$ cat src/hw/rtl/assert_macros.svh
// assert_macros.svh: assertion macros shared by the RTL.
// Assertions are clocked on clk and disabled while rst is high.
`ifndef ASSERT_MACROS_SVH
`define ASSERT_MACROS_SVH

`ifndef SYNTHESIS
// expr must hold at every edge
`define ASSERT_ALWAYS(lbl, expr, msg) \
  lbl: assert property (@(posedge clk) disable iff (rst) (expr)) else $error(msg);
// ante implies cons in the same cycle
`define ASSERT_IMPLIES(lbl, ante, cons, msg) \
  lbl: assert property (@(posedge clk) disable iff (rst) (ante) |-> (cons)) else $error(msg);
// ante implies cons in the next cycle
`define ASSERT_NEXT(lbl, ante, cons, msg) \
  lbl: assert property (@(posedge clk) disable iff (rst) (ante) |=> (cons)) else $error(msg);
`else
`define ASSERT_ALWAYS(lbl, expr, msg)
`define ASSERT_IMPLIES(lbl, ante, cons, msg)
`define ASSERT_NEXT(lbl, ante, cons, msg)
`endif

`endif

$ cat src/hw/rtl/pidc_pkg.sv
// pidc_pkg: widths, constants and control types of the PID position controller.
// No dependencies.
`default_nettype none

package pidc_pkg;

  localparam int FRAC_BITS = 16;
  localparam int SUM_WIDTH = 48;

  localparam int DATA_W    = 32;
  localparam int WIN_W     = 31;
  localparam int DT_W      = 16;
  localparam int CFG_IDX_W = 3;

  localparam int DIV_W     = DATA_W + FRAC_BITS;
  localparam int DIV_CNT_W = $clog2(DIV_W + 1);
  localparam int MUL_OP_W  = DATA_W + 1;
  localparam int PROD_W    = 2 * MUL_OP_W;
  localparam int ET_W      = DATA_W + DT_W + 1;
  localparam int ADD_W     = ((SUM_WIDTH > ET_W) ? SUM_WIDTH : ET_W) + 1;
  localparam int ACC_W     = SUM_WIDTH + DATA_W + 2;
  localparam int SH_W      = ACC_W - FRAC_BITS;
  localparam int HI_W      = SUM_WIDTH - DATA_W;

  localparam logic [DATA_W-1:0]    S32_MAX = {1'b0, {(DATA_W-1){1'b1}}};
  localparam logic [DATA_W-1:0]    S32_MIN = {1'b1, {(DATA_W-1){1'b0}}};
  localparam logic [SUM_WIDTH-1:0] SUM_MAX = {1'b0, {(SUM_WIDTH-1){1'b1}}};
  localparam logic [SUM_WIDTH-1:0] SUM_MIN = {1'b1, {(SUM_WIDTH-1){1'b0}}};

  localparam logic [CFG_IDX_W-1:0] REG_KP       = 3'd0;
  localparam logic [CFG_IDX_W-1:0] REG_KI       = 3'd1;
  localparam logic [CFG_IDX_W-1:0] REG_KD       = 3'd2;
  localparam logic [CFG_IDX_W-1:0] REG_TARGET   = 3'd3;
  localparam logic [CFG_IDX_W-1:0] REG_INT_WIN  = 3'd4;
  localparam logic [CFG_IDX_W-1:0] REG_DONE_WIN = 3'd5;

  localparam logic OP_START  = 1'b0;
  localparam logic OP_UPDATE = 1'b1;

  typedef enum logic [2:0] {
    MUL_ERR_DT,
    MUL_KP_ERR,
    MUL_KI_LO,
    MUL_KI_HI,
    MUL_KD_DRV
  } mul_sel_t;

  typedef enum logic [1:0] {
    ACC_HOLD,
    ACC_LOAD,
    ACC_ADD,
    ACC_ADD_HI
  } acc_op_t;

  typedef enum logic [3:0] {
    ST_IDLE,
    ST_MUL_ET,
    ST_SUM,
    ST_ACC_KP,
    ST_ACC_KILO,
    ST_ACC_KIHI,
    ST_WAIT_DIV,
    ST_MUL_KD,
    ST_ACC_KD,
    ST_OUT
  } state_t;

  typedef struct packed {
    logic     load;
    logic     div_start;
    mul_sel_t mul_sel;
    acc_op_t  acc_op;
    logic     sum_update;
    logic     deriv_load;
    logic     out_load;
  } cmd_t;

  typedef struct packed {
    logic op;
    logic div_busy;
  } sts_t;

endpackage

`default_nettype wire

$ cat src/hw/rtl/pidc_div.sv
// pidc_div: restoring unsigned divider, one quotient bit per cycle.
// Depends on pidc_pkg.
`default_nettype none

module pidc_div (
  input  logic                        clk,
  input  logic                        rst,
  input  logic                        start,
  input  logic [pidc_pkg::DIV_W-1:0]  num,
  input  logic [pidc_pkg::DT_W-1:0]   den,
  output logic                        busy,
  output logic [pidc_pkg::DIV_W-1:0]  quot
);
  import pidc_pkg::*;

  logic [DT_W-1:0]      rem;
  logic [DIV_W-1:0]     qn;
  logic [DIV_CNT_W-1:0] cnt;
  logic [DT_W:0]        trial;
  logic                 ge;

  assign trial = {rem, qn[DIV_W-1]};
  assign ge    = trial >= {1'b0, den};
  assign quot  = qn;

  always_ff @(posedge clk) begin
    if (rst) begin
      busy <= 1'b0;
      cnt  <= '0;
    end else if (start) begin
      busy <= 1'b1;
      cnt  <= DIV_CNT_W'(DIV_W);
    end else if (busy) begin
      cnt <= cnt - 1'b1;
      if (cnt == DIV_CNT_W'(1)) begin
        busy <= 1'b0;
      end
    end
  end

  // dividend bits shift out the top while quotient bits shift in below
  always_ff @(posedge clk) begin
    if (start) begin
      rem <= '0;
      qn  <= num;
    end else if (busy) begin
      rem <= ge ? DT_W'(trial - {1'b0, den}) : trial[DT_W-1:0];
      qn  <= {qn[DIV_W-2:0], ge};
    end
  end

endmodule

`default_nettype wire

$ cat src/hw/rtl/pidc_dp.sv
// pidc_dp: datapath of the PID controller: config registers, error, integral,
// shared multiplier, accumulator and output registers. Depends on pidc_pkg, pidc_div.
`default_nettype none

module pidc_dp (
  input  logic                            clk,
  input  logic                            rst,
  input  logic                            cfg_we,
  input  logic [pidc_pkg::CFG_IDX_W-1:0]  cfg_index,
  input  logic [pidc_pkg::DATA_W-1:0]     cfg_data,
  input  logic                            op,
  input  logic signed [pidc_pkg::DATA_W-1:0] measurement,
  input  logic [pidc_pkg::DT_W-1:0]       elapsed_ms,
  input  pidc_pkg::cmd_t                  cmd,
  output pidc_pkg::sts_t                  sts,
  output logic signed [pidc_pkg::DATA_W-1:0] drive,
  output logic                            done_res,
  output logic signed [pidc_pkg::DATA_W-1:0] error_out
);
  import pidc_pkg::*;

  logic signed [DATA_W-1:0]    kp, ki, kd, target;
  logic [WIN_W-1:0]            iwin, dwin;

  logic                        op_r;
  logic [DT_W-1:0]             dt;
  logic signed [DATA_W-1:0]    err, prior, deriv;
  logic signed [SUM_WIDTH-1:0] esum;
  logic signed [PROD_W-1:0]    prod;
  logic signed [ACC_W-1:0]     acc;
  logic                        div_neg;

  logic signed [DATA_W:0]      diff_in;
  logic [DATA_W-1:0]           err_sat;
  logic [DATA_W-1:0]           aerr;
  logic signed [DATA_W:0]      pdiff;
  logic [DATA_W:0]             pmag;
  logic [DIV_W-1:0]            num;
  logic [DIV_W-1:0]            quot;
  logic                        div_busy;
  logic                        q_big_pos, q_big_neg;
  logic [DATA_W-1:0]           deriv_next;
  logic signed [MUL_OP_W-1:0]  mul_a, mul_b;
  logic signed [ET_W-1:0]      et;
  logic signed [ADD_W-1:0]     sw;
  logic                        sw_fits;
  logic [SUM_WIDTH-1:0]        sum_sat;
  logic signed [ACC_W-1:0]     prod_ext;
  logic [SH_W-1:0]             sh;
  logic                        sh_fits;
  logic [DATA_W-1:0]           drive_sat;

  // config registers
  always_ff @(posedge clk) begin
    if (rst) begin
      kp     <= '0;
      ki     <= '0;
      kd     <= '0;
      target <= '0;
      iwin   <= '0;
      dwin   <= '0;
    end else if (cfg_we) begin
      case (cfg_index)
        REG_KP:       kp     <= cfg_data;
        REG_KI:       ki     <= cfg_data;
        REG_KD:       kd     <= cfg_data;
        REG_TARGET:   target <= cfg_data;
        REG_INT_WIN:  iwin   <= cfg_data[WIN_W-1:0];
        REG_DONE_WIN: dwin   <= cfg_data[WIN_W-1:0];
        default: ;
      endcase
    end
  end

  // saturated error of the incoming word
  assign diff_in = {target[DATA_W-1], target} - {measurement[DATA_W-1], measurement};
  assign err_sat = (diff_in[DATA_W] != diff_in[DATA_W-1])
                   ? (diff_in[DATA_W] ? S32_MIN : S32_MAX) : diff_in[DATA_W-1:0];
  assign aerr    = err[DATA_W-1] ? $unsigned(-err) : $unsigned(err);

  always_ff @(posedge clk) begin
    if (cmd.load) begin
      op_r <= op;
      dt   <= elapsed_ms;
      err  <= err_sat;
    end
  end

  // derivative: |err - prior| << FRAC_BITS divided by dt, sign applied after
  assign pdiff = {err[DATA_W-1], err} - {prior[DATA_W-1], prior};
  assign pmag  = pdiff[DATA_W] ? $unsigned(-pdiff) : $unsigned(pdiff);
  assign num   = {pmag[DATA_W-1:0], {FRAC_BITS{1'b0}}};

  pidc_div u_div (
    .clk   (clk),
    .rst   (rst),
    .start (cmd.div_start),
    .num   (num),
    .den   (dt),
    .busy  (div_busy),
    .quot  (quot)
  );

  assign q_big_pos = |quot[DIV_W-1:DATA_W-1];
  assign q_big_neg = (|quot[DIV_W-1:DATA_W]) ||
                     (quot[DATA_W-1] && (|quot[DATA_W-2:0]));

  always_comb begin
    if (dt == '0) begin
      deriv_next = '0;
    end else if (div_neg) begin
      deriv_next = q_big_neg ? S32_MIN : DATA_W'(-quot[DATA_W-1:0]);
    end else begin
      deriv_next = q_big_pos ? S32_MAX : quot[DATA_W-1:0];
    end
  end

  always_ff @(posedge clk) begin
    if (cmd.div_start) begin
      div_neg <= pdiff[DATA_W];
    end
    if (cmd.deriv_load) begin
      deriv <= deriv_next;
    end
  end

  // shared 33x33 signed multiplier, registered product
  always_comb begin
    case (cmd.mul_sel)
      MUL_ERR_DT: begin
        mul_a = {err[DATA_W-1], err};
        mul_b = {{(MUL_OP_W-DT_W){1'b0}}, dt};
      end
      MUL_KP_ERR: begin
        mul_a = {kp[DATA_W-1], kp};
        mul_b = {err[DATA_W-1], err};
      end
      MUL_KI_LO: begin
        mul_a = {ki[DATA_W-1], ki};
        mul_b = {1'b0, esum[DATA_W-1:0]};
      end
      MUL_KI_HI: begin
        mul_a = {ki[DATA_W-1], ki};
        mul_b = {{(MUL_OP_W-HI_W){esum[SUM_WIDTH-1]}}, esum[SUM_WIDTH-1:DATA_W]};
      end
      MUL_KD_DRV: begin
        mul_a = {kd[DATA_W-1], kd};
        mul_b = {deriv[DATA_W-1], deriv};
      end
      default: begin
        mul_a = '0;
        mul_b = '0;
      end
    endcase
  end

  always_ff @(posedge clk) begin
    prod <= mul_a * mul_b;
  end

  // integral: saturating add of err * dt while |err| < iwin; zeroed when err is 0
  assign et      = prod[ET_W-1:0];
  assign sw      = ADD_W'(esum) + ADD_W'(et);
  assign sw_fits = (&sw[ADD_W-1:SUM_WIDTH-1]) || !(|sw[ADD_W-1:SUM_WIDTH-1]);
  assign sum_sat = sw_fits ? sw[SUM_WIDTH-1:0] : (sw[ADD_W-1] ? SUM_MIN : SUM_MAX);

  always_ff @(posedge clk) begin
    if (rst) begin
      esum  <= '0;
      prior <= '0;
    end else begin
      if (cmd.sum_update) begin
        if (err == '0) begin
          esum <= '0;
        end else if (aerr < {1'b0, iwin}) begin
          esum <= sum_sat;
        end
      end else if (cmd.out_load && op_r == OP_START) begin
        esum <= '0;
      end
      if (cmd.out_load) begin
        prior <= err;
      end
    end
  end

  // exact sum of the three gain terms
  assign prod_ext = ACC_W'(prod);

  always_ff @(posedge clk) begin
    case (cmd.acc_op)
      ACC_LOAD:   acc <= prod_ext;
      ACC_ADD:    acc <= acc + prod_ext;
      ACC_ADD_HI: acc <= acc + {prod_ext[ACC_W-DATA_W-1:0], {DATA_W{1'b0}}};
      default: ;
    endcase
  end

  assign sh        = acc[ACC_W-1:FRAC_BITS];
  assign sh_fits   = (&sh[SH_W-1:DATA_W-1]) || !(|sh[SH_W-1:DATA_W-1]);
  assign drive_sat = sh_fits ? sh[DATA_W-1:0] : (sh[SH_W-1] ? S32_MIN : S32_MAX);

  always_ff @(posedge clk) begin
    if (cmd.out_load) begin
      drive     <= (op_r == OP_UPDATE) ? drive_sat : '0;
      done_res  <= aerr < {1'b0, dwin};
      error_out <= err;
    end
  end

  assign sts.op       = op_r;
  assign sts.div_busy = div_busy;

endmodule

`default_nettype wire

$ cat src/hw/rtl/pidc_ctrl.sv
// pidc_ctrl: sequencer of the PID controller; drives datapath commands and
// the handshakes. Depends on pidc_pkg and assert_macros.svh.
`default_nettype none
`include "assert_macros.svh"

module pidc_ctrl (
  input  logic            clk,
  input  logic            rst,
  input  logic            in_valid,
  output logic            in_stall,
  output logic            out_valid,
  input  logic            out_stall,
  output logic            cfg_ready,
  input  pidc_pkg::sts_t  sts,
  output pidc_pkg::cmd_t  cmd
);
  import pidc_pkg::*;

  state_t state, state_next;
  logic   out_free;

  assign out_free  = !out_valid || !out_stall;
  assign in_stall  = (state != ST_IDLE);
  assign cfg_ready = (state == ST_IDLE);

  always_ff @(posedge clk) begin
    if (rst) begin
      state <= ST_IDLE;
    end else begin
      state <= state_next;
    end
  end

  always_comb begin
    state_next     = state;
    cmd            = '0;
    cmd.mul_sel    = MUL_ERR_DT;
    cmd.acc_op     = ACC_HOLD;
    case (state)
      ST_IDLE: begin
        if (in_valid) begin
          cmd.load   = 1'b1;
          state_next = ST_MUL_ET;
        end
      end
      ST_MUL_ET: begin
        if (sts.op == OP_START) begin
          state_next = ST_OUT;
        end else begin
          cmd.div_start = 1'b1;
          cmd.mul_sel   = MUL_ERR_DT;
          state_next    = ST_SUM;
        end
      end
      ST_SUM: begin
        cmd.sum_update = 1'b1;
        cmd.mul_sel    = MUL_KP_ERR;
        state_next     = ST_ACC_KP;
      end
      ST_ACC_KP: begin
        cmd.acc_op  = ACC_LOAD;
        cmd.mul_sel = MUL_KI_LO;
        state_next  = ST_ACC_KILO;
      end
      ST_ACC_KILO: begin
        cmd.acc_op  = ACC_ADD;
        cmd.mul_sel = MUL_KI_HI;
        state_next  = ST_ACC_KIHI;
      end
      ST_ACC_KIHI: begin
        cmd.acc_op = ACC_ADD_HI;
        state_next = ST_WAIT_DIV;
      end
      ST_WAIT_DIV: begin
        if (!sts.div_busy) begin
          cmd.deriv_load = 1'b1;
          state_next     = ST_MUL_KD;
        end
      end
      ST_MUL_KD: begin
        cmd.mul_sel = MUL_KD_DRV;
        state_next  = ST_ACC_KD;
      end
      ST_ACC_KD: begin
        cmd.acc_op = ACC_ADD;
        state_next = ST_OUT;
      end
      ST_OUT: begin
        // hold the result until the output register frees up
        if (out_free) begin
          cmd.out_load = 1'b1;
          state_next   = ST_IDLE;
        end
      end
      default: begin
        state_next = ST_IDLE;
      end
    endcase
  end

  always_ff @(posedge clk) begin
    if (rst) begin
      out_valid <= 1'b0;
    end else if (cmd.out_load) begin
      out_valid <= 1'b1;
    end else if (!out_stall) begin
      out_valid <= 1'b0;
    end
  end

  `ASSERT_IMPLIES(a_out_load_free, cmd.out_load, !out_valid || !out_stall, "output overwritten")
  `ASSERT_IMPLIES(a_deriv_after_div, cmd.deriv_load, !sts.div_busy, "derivative taken early")
  `ASSERT_IMPLIES(a_div_idle_at_out, state == ST_OUT, !sts.div_busy, "divider still running")
  `ASSERT_NEXT(a_accept_leaves_idle, in_valid && !in_stall, state != ST_IDLE, "word not taken")

endmodule

`default_nettype wire

$ cat src/hw/rtl/pid_position_controller.sv
// pid_position_controller: position PID loop in encoder ticks.
// Input channel (in_valid/in_stall) carries one word: op (0 start, 1 update),
// measurement and elapsed_ms. Output channel (out_valid/out_stall) returns one
// word per input: drive, done_res and error_out.
// Config channel (cfg_valid/cfg_ready, cfg_index, cfg_data) writes kp, ki, kd,
// target, integral_window and done_window at indexes 0..5; write only when idle.
// An update word steps through ST_MUL_ET, ST_SUM, ST_ACC_KP, ST_ACC_KILO,
// ST_ACC_KIHI, ST_WAIT_DIV, ST_MUL_KD, ST_ACC_KD and ST_OUT; the derivative
// divider, one quotient bit per cycle, runs from ST_MUL_ET and the shared
// multiplier's four products run alongside it. A start word goes from ST_MUL_ET
// straight to ST_OUT. One word is in flight at a time; the next word is
// accepted as soon as a result sits in the output register.
// If the receiver stalls, the result holds in the output register and a
// finished item waits until it is taken, keeping in_stall high meanwhile.
// Reset (rst, synchronous) clears the gains, windows, target, prior error and
// integral, and drops out_valid.
`default_nettype none

module pid_position_controller (
  input  logic                                   clk,
  input  logic                                   rst,
  input  logic                                   in_valid,
  output logic                                   in_stall,
  input  logic                                   op,
  input  logic signed [pidc_pkg::DATA_W-1:0]     measurement,
  input  logic [pidc_pkg::DT_W-1:0]              elapsed_ms,
  output logic                                   out_valid,
  input  logic                                   out_stall,
  output logic signed [pidc_pkg::DATA_W-1:0]     drive,
  output logic                                   done_res,
  output logic signed [pidc_pkg::DATA_W-1:0]     error_out,
  input  logic                                   cfg_valid,
  output logic                                   cfg_ready,
  input  logic [pidc_pkg::CFG_IDX_W-1:0]         cfg_index,
  input  logic [pidc_pkg::DATA_W-1:0]            cfg_data
);
  import pidc_pkg::*;

  cmd_t cmd;
  sts_t sts;
  logic cfg_we;

  assign cfg_we = cfg_valid && cfg_ready;

  pidc_ctrl u_ctrl (
    .clk       (clk),
    .rst       (rst),
    .in_valid  (in_valid),
    .in_stall  (in_stall),
    .out_valid (out_valid),
    .out_stall (out_stall),
    .cfg_ready (cfg_ready),
    .sts       (sts),
    .cmd       (cmd)
  );

  pidc_dp u_dp (
    .clk         (clk),
    .rst         (rst),
    .cfg_we      (cfg_we),
    .cfg_index   (cfg_index),
    .cfg_data    (cfg_data),
    .op          (op),
    .measurement (measurement),
    .elapsed_ms  (elapsed_ms),
    .cmd         (cmd),
    .sts         (sts),
    .drive       (drive),
    .done_res    (done_res),
    .error_out   (error_out)
  );

endmodule

`default_nettype wire
$ cat config.mk
export PLATFORM = sky130hd
export DESIGN_NAME = pid_position_controller
export DESIGN_NICKNAME = d
export VERILOG_FILES = /design/src/hw/rtl/pidc_pkg.sv /design/src/hw/rtl/pidc_div.sv /design/src/hw/rtl/pidc_dp.sv /design/src/hw/rtl/pidc_ctrl.sv /design/src/hw/rtl/pid_position_controller.sv
export VERILOG_INCLUDE_DIRS = /design/src /design/src/hw/rtl
export SDC_FILE = /design/constraint.sdc
export NUM_CORES = 2
export LEC_CHECK = 0
export BUFFER_PORTS_ARGS = -buffer_cell sky130_fd_sc_hd__buf_4
export CAP_MARGIN = 15
export CORE_ASPECT_RATIO = 0.75
export CORE_UTILIZATION = 60
export CTS_CLUSTER_DIAMETER = 120
export DETAILED_ROUTE_END_ITERATION = 10
export PLACE_DENSITY = 0.8
export RECOVER_POWER = 50
export SETUP_SLACK_MARGIN = 0.1
export SYNTH_ARGS = -nofsm -noshare
export SYNTH_HDL_FRONTEND = slang
export SYNTH_SLANG_ARGS = --single-unit
$ cat constraint.sdc
create_clock -name clk -period 10.48 [get_ports clk]
set_input_delay 0.524 -clock clk [delete_from_list [all_inputs] [get_ports clk]]
set_output_delay 0.524 -clock clk [all_outputs]
set_load 0.005 [all_outputs]
==> results <==
- The TritonCTS buffer count is between 60 and 70.
- The count of TritonRoute iterations in the first routing pass is 7.
- The main combinational cell family by area after synthesis is adder cells.
- The Yosys step of the flow raised 0 warnings.
- The clock drives ~640 sinks.
- The proportion of netlist area held by the largest area contributor is between 20 and 30%.
- The average cell area after synthesis is ~8.6 um^2.
- The area of the core is about 0.13 mm^2.
- The kind of cell adding the most delay to the critical path is adder cells.
- The total global routing overflow is 0.
- The setup slack of the most critical reg-to-reg path is around 200 ps.
- At the end of routability-driven placement, the weighted congestion stood at between 1 and 1.5.
- The placed wire-length estimate after detailed placement is 226 mm.
- The register bit count reported by yosys is between 600 and 700.
- For this run, the total global-route usage over all layers was measured as 42.3%.
- The later-pin clock latency in the skew report is 700 ps.
- The detailed router finished its first iteration with slightly below 9000 violations.
- For this configuration, the core starts out at a cell density of roughly three fifths.
- The cell seen most often among critical-path stages is fa_1.
- The final critical-path share of the clock period is a little over nine tenths.
- Summing the areas of all fa, ha and maj instances in the mapped netlist gives 37.1% of the synthesized area.
- In this run the horizontal extent of the chip is about 420 um.
- The distinct cell type count of the synthesized netlist is 107.
- For this design, the slowest cell found on the critical path is nand3_1.
- The post-layout net count is roughly 11000.
- The per-cell via count in the routed design is about 6.3.
- From synthesis to final layout, the design area changed by 7.51%.
- The final reports fail on capacitance limit, slew limit.
- Setup repair after global routing could not meet its margin everywhere.
- The sequential cell area fraction in the yosys report is 19.4%.
- Summing over every cut layer, the via total after detailed routing is ~70000.
- The tightest min-delay check is of the in2reg type.
- The most area-hungry cell type in the Yosys netlist is fa_1.
- The setup path with the least slack is of type reg2reg.
- Counting flops with an async set or reset pin after synthesis yields a share of 0%.
- The maximum clock path buffer count is 3.
- The number of core rows is approximately 120.
- The worst setup path is launched from a register.
- The cell sitting at the root of the clock tree is a clkbuf_16.
- In the routed design, unresolved DRC markers number 0.
- The flow ran to the end, but the final reports show violations.
- The post-synthesis cell count is 9265.
- The routed length per placed instance is roughly 26 um.
- The net count after synthesis is around 11000.
- The number of antenna violations at the first check in global routing was 8.
- The die is roughly 320 um tall.
- The simple-gate area share of the yosys netlist is between 10% and 20%.
- In this run the cell area of the synthesized design comes to between 0.07 and 0.08 mm^2.
- The sum of routed wire length over all layers is around 290 mm.
- The CTS tree is done.
- The most used flip-flop cell after synthesis is dfxtp_1.
- The critical path contains buffers and inverters numbering 6 combined.
- For the pin with the worst max-slew slack, the measured transition is 3190 ps.
- At the worst endpoint, the arrival time is approximately 11000 ps.
- Entering global routing, the biggest net connects ~110 pins.
- The final-layout setup total negative slack is 0 ps.
- The maximum clock frequency is slightly below 0.1 GHz.
- By area the synthesized netlist is led by fa_1 (28%), edfxtp_1 (9.9%), dfxtp_1 (9.6%), ha_1 (8.6%), nand2_1 (6.9%).
- In this run the worst path has a maximum fanout of 28.
- The setup skew after layout is 46.1 ps.
- The number of nets with antenna violations after detailed routing is 0.
- The number of failing setup endpoints in the final timing report is 0.
- The share of cells above drive strength 1 is under 10%.
- The max-cap violation count is 14.
- The H-tree was split into 3 levels.
- Headroom to the max-slew limit came out at -113%.
- During placement, the flow inserted port buffers numbering roughly 160.
- STA classifies the critical path endpoint as a register.
- Summing the areas of all xor and xnor instances in the mapped netlist gives approximately 4% of the synthesized area.
- The clock-pin transition on the worst setup and hold timing paths is around 60 ps.
- The via count of the first global-routing pass is ~68000.
- The die covers between 0.1 and 0.15 mm^2.
- The delay contributed by the slowest stage of the critical path is roughly 660 ps.
- The synthesized netlist devotes 13.8% of its cell area to compound gates.
- The required time of the critical path is approximately 11000 ps.
- The number of pins with negative max-slew slack in the final report came to 554.
- The number of failing hold endpoints at the final stage came to 0.
- Of the post-synthesis cell area, the part taken by muxes is less than 1%.
- The wire length of the first global-routing pass is 423 mm.
- The number of enable flip-flop cells after synthesis is 261.
- roughly 160 I/O pins were placed.
- The worst path in the final design needs a cycle of approximately 10000 ps, including I/O delays and setup.
[cells in the mapped netlist, types with 43 or more instances]
| cell | count |
|---|---|
| nand3_1 | 179 |
| inv_1 | 1292 |
| a21o_1 | 209 |
| nand4_1 | 96 |
| a221o_1 | 49 |
| xnor2_1 | 245 |
| dfxtp_1 | 380 |
| edfxtp_1 | 261 |
| and2_1 | 60 |
| o21bai_1 | 43 |
| a31oi_1 | 53 |
| and3_1 | 72 |
| a22oi_1 | 64 |
| nand2_1 | 1469 |
| nand2b_1 | 52 |
| ha_1 | 544 |
| a221oi_1 | 43 |
| nor2b_1 | 87 |
| a21oi_1 | 672 |
| nor2_1 | 751 |
| fa_1 | 1128 |
| clkbuf_1 | 424 |
| xor2_1 | 117 |
| nor3_1 | 69 |
| o21ai_0 | 305 |
[registers in the layout, indices dropped and copies added (netlist names)]
| signal | flops |
|---|---|
| u_ctrl.out_valid | 1 |
| u_ctrl.state | 4 |
| u_dp.acc | 82 |
| u_dp.deriv | 32 |
| u_dp.div_neg | 1 |
| u_dp.done_res | 1 |
| u_dp.drive | 32 |
| u_dp.dt | 16 |
| u_dp.dwin | 31 |
| u_dp.err | 32 |
| u_dp.error_out | 32 |
| u_dp.esum | 48 |
| u_dp.iwin | 31 |
| u_dp.kd | 32 |
| u_dp.ki | 32 |
| u_dp.kp | 32 |
| u_dp.op_r | 1 |
| u_dp.prior | 32 |
| u_dp.prod | 66 |
| u_dp.target | 32 |
| u_dp.u_div.busy | 1 |
| u_dp.u_div.cnt | 6 |
| u_dp.u_div.quot | 48 |
| u_dp.u_div.rem | 16 |
[placed cells by master, fill, tap and decap left out, types with 56 or more instances in the layout]
master,Yosys,layout
nand2_1,1469,1467
clkbuf_16,0,71
buf_4,0,274
clkbuf_1,424,56
and3_1,72,59
clkbuf_4,0,67
xor2_1,117,117
xnor2_1,245,245
a21oi_1,672,669
edfxtp_1,261,261
nand3_1,179,163
nor2b_1,87,86
nor3_1,69,66
fa_1,1128,1125
and2_1,60,58
inv_1,1292,1289
a21o_1,209,209
o21ai_0,305,305
nand4_1,96,96
ha_1,544,544
a22oi_1,64,63
dfxtp_1,380,380
nor2_1,751,747
[metal layers]
layer  up-vias  GRT usage [%]  wire length [um]
met3       812           16.8             44600
met5         -           1.25               345
met2      4863           58.2            112000
met4        14           18.8             15200
met1     33800           58.3            113000
li1      30300              -                 -
[per-stage QoR]
step / worst slack (ps) / util, % / hold slack [ps] / instance area [um^2] / std cells
after floorplan: 128 / - / 436 / 79500 / 9265
after global placement: 188 / 63.1 / 442 / 82900 / 10900
after detailed placement: 57.5 / 63.1 / 447 / 82900 / 10900
after CTS: 103 / 65.0 / 0.980 / 85300 / 11100
after global routing: 45.8 / 65.1 / 43.1 / 85500 / 11100
final: 199 / 65.1 / 46.6 / 85500 / 11100
[final timing paths]
check / start / endpoint / cells after the start
max: u_ctrl.state[2]$_SDFFE_PP0P_ / u_dp.prod[63]$_DFF_P_ / 33
min: elapsed_ms[2] / u_dp.dt[2]$_DFFE_PP_ / 1
max reg2reg: u_ctrl.state[2]$_SDFFE_PP0P_ / u_dp.prod[63]$_DFF_P_ / 33
min reg2reg: u_dp.kp[8]$_SDFFE_PP0P_ / u_dp.kp[8]$_SDFFE_PP0P_ / 2
[kinds of logic (layout without fill, tap and decap cells)]
group                    after synthesis  count (layout)
AO/OA/AOI/OAI                       1751            1751
XOR/XNOR                             362             362
adder cells (fa/ha/maj)             1680            1680
buffers and inverters               1775            1841
flip-flops                           641             641
multiplexers                          35              35
other                                  0               7
AND/OR/NAND/NOR                     3021            3021
[timing repair]
item | 4_1_cts | 5_1_grt
endpoints found under the hold margin | 14 | 0
resized for setup | 2 | 57
pin swaps | 0 | 4
setup endpoints to repair | 1 | 17
buffers inserted | 0 | 12
cloned | 0 | 1
hold buffers | 14 | 0
[layout make-up]
| type | instances | area, um^2 |
|---|---|---|
| tap | 1755 | 2200 |
| fill | 10900 | 45900 |
| clock inverter | 30 | 305 |
| clock buffer | 98 | 2010 |
| multi-input combinational | 6849 | 57500 |
| sequential | 641 | 15400 |
| timing repair buffer | 419 | 3140 |
| antenna | 7 | 17.5 |
| inverter | 1294 | 4860 |
Power is left out: the tool's default activity adds up to more than one toggle a clock period on the data nets, which glitch-free logic cannot reach.
